<file path="src/hw/rtl/call_graph_profile_table_top_assert.svh">
// Assertion macros for the call graph profile table.
// Used by the controller and the top level; no other dependencies.
`ifndef CALL_GRAPH_PROFILE_TABLE_TOP_ASSERT_SVH
`define CALL_GRAPH_PROFILE_TABLE_TOP_ASSERT_SVH

// Implication checked on every rising clock edge outside reset.
`define CGP_ASSERT_IMP(label, clk, rst_n, ante, cons, msg) \
    label: assert property (@(posedge clk) disable iff (!rst_n) (ante) |-> (cons)) \
        else $error(msg);

// Next-cycle implication checked outside reset.
`define CGP_ASSERT_NEXT(label, clk, rst_n, ante, cons, msg) \
    label: assert property (@(posedge clk) disable iff (!rst_n) (ante) |=> (cons)) \
        else $error(msg);

`endif

</file>
<file path="src/hw/rtl/cgp_pkg.sv">
// Shared types and constants for the call graph profile table.
// No dependencies.
`default_nettype none
package cgp_pkg;
    localparam int STACK_DEPTH_DEF   = 64;
    localparam int TABLE_ENTRIES_DEF = 32;

    localparam logic       OP_ENTER = 1'b0;
    localparam logic       OP_EXIT  = 1'b1;
    localparam logic [1:0] ST_OK         = 2'd0;
    localparam logic [1:0] ST_TABLE_FULL = 2'd1;
    localparam logic [1:0] ST_UNDERFLOW  = 2'd2;
    localparam logic [1:0] ST_STACK_FULL = 2'd3;

    typedef struct packed {
        logic        op;
        logic [63:0] func_addr;
        logic [63:0] caller_addr;
        logic [63:0] outer_time;
        logic [63:0] inner_time;
    } t_in;

    typedef struct packed {
        logic [63:0] entry_func;
        logic [63:0] entry_parent;
        logic [31:0] call_count;
        logic [63:0] self_total;
        logic [63:0] shell_total;
        logic [1:0]  status;
        logic        last;
    } t_out;

    // controller -> datapath
    typedef struct packed {
        logic       load;     // capture the input transaction
        logic       push;     // write the stack top
        logic       pop_rd;   // read the popped entry and the new top
        logic       lookup;   // compute deltas, parent and register table match
        logic       update;   // write the table entry
        logic       emit_err; // emit error result
        logic [1:0] err_code;
        logic       emit_hit; // emit updated entry
        logic       dump_rd;  // read table slot at dump pointer
        logic       emit_dump;
    } t_cmd;

    // datapath -> controller
    typedef struct packed {
        logic op;
        logic stack_full;
        logic stack_empty;
        logic pop_to_empty;
        logic table_full;   // no match and no free slot
        logic dump_valid;   // slot at dump pointer is valid
        logic dump_done;    // dump pointer past the last slot
    } t_sts;
endpackage
`default_nettype wire

</file>
<file path="src/hw/rtl/cgp_ctrl.sv">
// Controller state machine sequencing push, pop, lookup, update and dump.
// Depends on cgp_pkg and the assertion macro header.
`default_nettype none
`include "call_graph_profile_table_top_assert.svh"
module cgp_ctrl import cgp_pkg::*; (
    input  wire logic i_clk,
    input  wire logic i_rst_n,
    input  wire logic i_start,
    input  wire t_sts i_sts,
    output logic      o_busy,
    output logic      o_load,
    output t_cmd      o_cmd,
    output logic      o_strobe
);
    localparam logic [2:0] S_IDLE = 3'd0, S_DEC = 3'd1, S_LOOK = 3'd2,
                           S_UPD = 3'd3, S_EMIT = 3'd4, S_DUMP = 3'd5, S_OUT = 3'd6;

    logic [2:0] r_state, n_state;
    logic       r_strobe, n_strobe;
    logic       r_dumping, n_dumping;

    assign o_busy = (r_state != S_IDLE);
    assign o_load = i_start && !o_busy;
    assign o_strobe = r_strobe;

    always_comb begin
        n_state   = r_state;
        n_strobe  = 1'b0;
        n_dumping = r_dumping;
        o_cmd     = '0;
        o_cmd.load = o_load;
        unique case (r_state)
            S_IDLE: begin
                if (o_load) n_state = S_DEC;
            end
            S_DEC: begin
                if (i_sts.op == OP_ENTER) begin
                    if (i_sts.stack_full) begin
                        o_cmd.emit_err = 1'b1; o_cmd.err_code = ST_STACK_FULL;
                        n_strobe = 1'b1; n_state = S_OUT;
                    end else begin
                        o_cmd.push = 1'b1; n_state = S_IDLE;
                    end
                end else if (i_sts.stack_empty) begin
                    o_cmd.emit_err = 1'b1; o_cmd.err_code = ST_UNDERFLOW;
                    n_strobe = 1'b1; n_state = S_OUT;
                end else begin
                    o_cmd.pop_rd = 1'b1; n_state = S_LOOK;
                end
            end
            S_LOOK: begin
                o_cmd.lookup = 1'b1; n_state = S_UPD;
            end
            S_UPD: begin
                if (i_sts.table_full) begin
                    o_cmd.emit_err = 1'b1; o_cmd.err_code = ST_TABLE_FULL;
                    n_strobe = 1'b1; n_state = S_OUT;
                end else begin
                    o_cmd.update = 1'b1;
                    n_dumping = i_sts.pop_to_empty;
                    n_state = i_sts.pop_to_empty ? S_DUMP : S_EMIT;
                end
            end
            S_EMIT: begin
                o_cmd.emit_hit = 1'b1; n_strobe = 1'b1; n_state = S_OUT;
            end
            S_DUMP: begin
                if (i_sts.dump_done) begin
                    n_dumping = 1'b0; n_state = S_IDLE;
                end else begin
                    o_cmd.dump_rd = 1'b1;
                    if (i_sts.dump_valid) begin
                        o_cmd.emit_dump = 1'b1; n_strobe = 1'b1;
                    end
                end
            end
            S_OUT: begin
                n_state = S_IDLE;
            end
            default: n_state = S_IDLE;
        endcase
    end

    always_ff @(posedge i_clk) begin
        if (!i_rst_n) begin
            r_state <= S_IDLE; r_strobe <= 1'b0; r_dumping <= 1'b0;
        end else begin
            r_state <= n_state; r_strobe <= n_strobe; r_dumping <= n_dumping;
        end
    end

    `CGP_ASSERT_IMP(a_load_idle, i_clk, i_rst_n, o_load, r_state == S_IDLE, "load while busy")
    `CGP_ASSERT_NEXT(a_err_strobe, i_clk, i_rst_n, o_cmd.emit_err, r_strobe, "error not strobed")
    `CGP_ASSERT_IMP(a_dump_flag, i_clk, i_rst_n, r_state == S_DUMP, r_dumping, "dump w/o flag")
endmodule
`default_nettype wire

</file>
<file path="config.mk">
export PLATFORM = sky130hd
export DESIGN_NAME = cgp_ctrl
export DESIGN_NICKNAME = d
export VERILOG_FILES = /design/src/hw/rtl/cgp_pkg.sv /design/src/hw/rtl/cgp_ctrl.sv
export VERILOG_INCLUDE_DIRS = /design/src /design/src/hw/rtl
export SDC_FILE = /design/constraint.sdc
export NUM_CORES = 1
export LEC_CHECK = 0
export BUFFER_PORTS_ARGS = -buffer_cell sky130_fd_sc_hd__buf_2
export CAP_MARGIN = 20
export CORE_AREA = 2 2 39 41
export DETAILED_ROUTE_END_ITERATION = 6
export DIE_AREA = 0 0 41 43
export HOLD_SLACK_MARGIN = 0.08
export PLACE_DENSITY = 0.7
export SYNTH_ARGS = -nofsm -noshare
export SYNTH_HDL_FRONTEND = slang
export SYNTH_SLANG_ARGS = --single-unit
</file>
<file path="constraint.sdc">
create_clock -name i_clk -period 1.2 [get_ports i_clk]
set_clock_uncertainty 0.15 [all_clocks]
set_input_delay 0.12 -clock i_clk [delete_from_list [all_inputs] [get_ports i_clk]]
set_output_delay 0.12 -clock i_clk [all_outputs]
set_load 0.005 [all_outputs]
</file>
==> impl_results.md <==
- Clock-pin slew on the worst setup and hold paths: 0.04 ns
- Sw power: 258 uW
- Slew HR: 0.790
- Worst Hold Path EP: r_state[2]
- Clock latency on the worst-skew pair: 0.24 ns
- R2R setup slack: -0.11 ns
- Die Wd: 41 um
- CP Launch Type: register
- Min-Delay Path Depth: 3
- Placed Area: 520 um2
- PwrDens: 1050 nW/um2
- DRT Pass-1 Iters: 3
- Reg-to-Reg Start: r_state[1]
- Largest net degree at the start of global routing: 11
- Worst r2r dst: o_strobe
- Core Box Area: 1380 um2
- Avg WL per Cell: 12.9 um
- Logic pwr share: 0.500
- Min-delay src: i_sts[0]
- Crit path kind: reg2out
- Sequential fraction of the synthesis area: 0.224
- Synth area leaders: dfxtp_1 22%, buf_4 8.4%, a21oi_1 5.6%
- Arr. time, crit path: 1.19 ns
- Crit path required time: 0.93 ns
- Synth top area share: 0.224
- Max Cap Viol: 0
- Hold Vio Cnt, Final: 0
- Placer Congestion: 0.762
- Area leader, netlist: dfxtp_1
- FF+latch area: 88.8 um2
- Die Area: 1760 um2
- CP Max Fanout: 4
- Minimum clock period: 1.46 ns
- Clock sink total: 4
- Syn-to-layout area delta: 91.6%
- Final period utilization: 1.22
- Final non-filler cell total: 92
- Clock network power share: 0.239
- Io pins: 24
- DRC: 0
- Synthesized area per cell: 8.52 um2
- Switching share of power: 0.358
- Synthesized cell area: 358 um2
- CTS HTree Levels: 1
- Via count: 460
- Chip Height: 43 um
- Initial Util: 0.259
- Num CTS Buffers: 3
- Post-DRT Antenna Nets: 0
- Post-Synthesis Cells: 42
- Site row count: 14
- Worst slew pin tran: 0.307 ns
- Final wirelength: 1.18 mm
- Final WS setup: -0.259 ns
- GR Overflow Total: 0
- Vias in the first global route: 411
- Number of fill cells in the layout: 139
- Endpoints failing setup: 16
- HPWL Detailed: 717 um
- Status: finished, violations left
- Upper clock frequency limit: 686 MHz
- Synth cell types: 27
- Net Count, Synth: 52
- Design area: 686 um2
- CTS Buffer Depth: 2
- Seq cells post-synth: 4
- FF-to-FF path depth: 6
- Max VDD drop: 0.581 mV
- Ys Warns: 0
- Vias/cell: 5.00
- Nets: 88
- Final Max Tran Viols: 0
- First-pass GRT wire length: 1.79 mm
- CTS tree: yes
- Layout cells sized above 1: 0.737
- Port Buffers: 23
- Multi-input logic area: 324 um2
- Antenna violations before repair: 0
- Worst Setup End Kind: output pin
- Hold WC Path Type: in2reg
- GRT Total Usage: 0.155
- DP Worst Slack: -0.101 ns
- Ant. Diodes: 0
- RSZ-0062 raised after global routing: yes
- Placed insts: 83
- Flop pwr share: 0.261
- Initial drt markers: 5
- CTS root buf: clkbuf_4
- Pint: 462 uW
- Failing checks: negative setup slack
- Pleak: 0.000336 uW
[cell type report]
cell class	instances	area share
Multi-Input combinational cell	32	0.473
Timing Repair Buffer	35	0.325
Sequential cell	4	0.130
Clock buffer	3	0.0328
Tap cell	16	0.0292
Inverter	2	0.0109
[what timing repair did]
action	in CTS	in global routing
endpoints found under the setup margin	16	17
pin swaps	9	5
buffers inserted	4	2
endpoints found under the hold margin	4	0
hold buffers	1	0
resized for setup	19	4
[metal layers]
metal	track usage	wire length, um	vias up
met4	0.0400	8	0
met1	0.183	469	215
met3	0.0785	79	2
li1	-	-	224
met2	0.238	624	19
met5	0	0	-
[critical path, stage by stage (launching register included)]
cell and delay, ns:
dfxtp_2 0.33, nand2b_4 0.15, nor3b_4 0.20, and2_1 0.15, buf_2 0.11
[worst max path at each step]
stage                  to  slack [ns]        from
4_1_cts          o_cmd[0]       -0.26  r_state[1]
5_1_grt          o_cmd[5]       -0.31  r_state[1]
6_report         o_cmd[0]       -0.26  r_state[1]
3_3_place_gp   r_state[1]       -0.07  r_state[1]
3_5_place_dp     o_cmd[0]       -0.10  r_state[0]
2_1_floorplan   o_cmd[10]       -0.11  r_state[2]
[per-stage QoR]
step / hold WS [ns] / power (uW) / TNS (ns) / utilization
floorplan: 0.0875 / 367 / -0.109 / -
global placement: 0.237 / 449 / -0.440 / 0.376
detailed placement: 0.234 / 452 / -0.546 / 0.376
CTS: 0.111 / 699 / -2.85 / 0.476
global route: 0.120 / 779 / -3.61 / 0.495
finish: 0.126 / 720 / -2.68 / 0.495
[layout by cell type, fill, tap and decap left out, types with 2 or more instances in the layout]
cell type	n
a21oi_1	2
o21a_1	2
buf_4	7
nand2b_4	2
clkbuf_4	3
dfxtp_4	2
buf_6	4
nor4b_2	2
nor2_4	2
buf_2	23
a211oi_1	2
[kinds of logic (layout without fill, tap and decap cells)]
family / Yosys count / count (layout) / share of synthesized area
compound gates: 12 / 12 / 0.241
simple gates: 19 / 19 / 0.402
flops: 4 / 4 / 0.224
mux: 1 / 1 / 0.0280
buf+inv: 6 / 40 / 0.105
[power by group through the flow]
stage | clock (uW) | sequential, uW | combinational (uW)
floorplan | 0 | 163 | 204
global placement | 0 | 179 | 269
detailed placement | 0 | 180 | 272
CTS | 180 | 186 | 333
global route | 196 | 189 | 393
finish | 172 | 188 | 360
[sequential cells by signal, summed over array words and instances (netlist names)]
name      count
r_state       3
o_strobe      1
[Yosys cell counts]
| cell | number |
|---|---|
| a211oi_1 | 2 |
| a21oi_1 | 4 |
| and2_1 | 1 |
| and3b_1 | 1 |
| buf_4 | 4 |
| dfxtp_1 | 4 |
| inv_1 | 1 |
| inv_2 | 1 |
| mux2i_1 | 1 |
| nand2_1 | 1 |
| nand2b_2 | 1 |
| nand2b_4 | 1 |
| nand4b_1 | 1 |
| nor2_1 | 3 |
| nor3_1 | 2 |
| nor3b_1 | 1 |
| nor3b_2 | 1 |
| nor4_1 | 1 |
| nor4b_1 | 2 |
| nor4b_2 | 1 |
| o211a_1 | 1 |
| o21a_1 | 2 |
| o21ai_0 | 1 |
| o31a_1 | 1 |
| o31ai_2 | 1 |
| or2b_1 | 1 |
| or3_1 | 1 |
(Power assumes the default switching activity.)
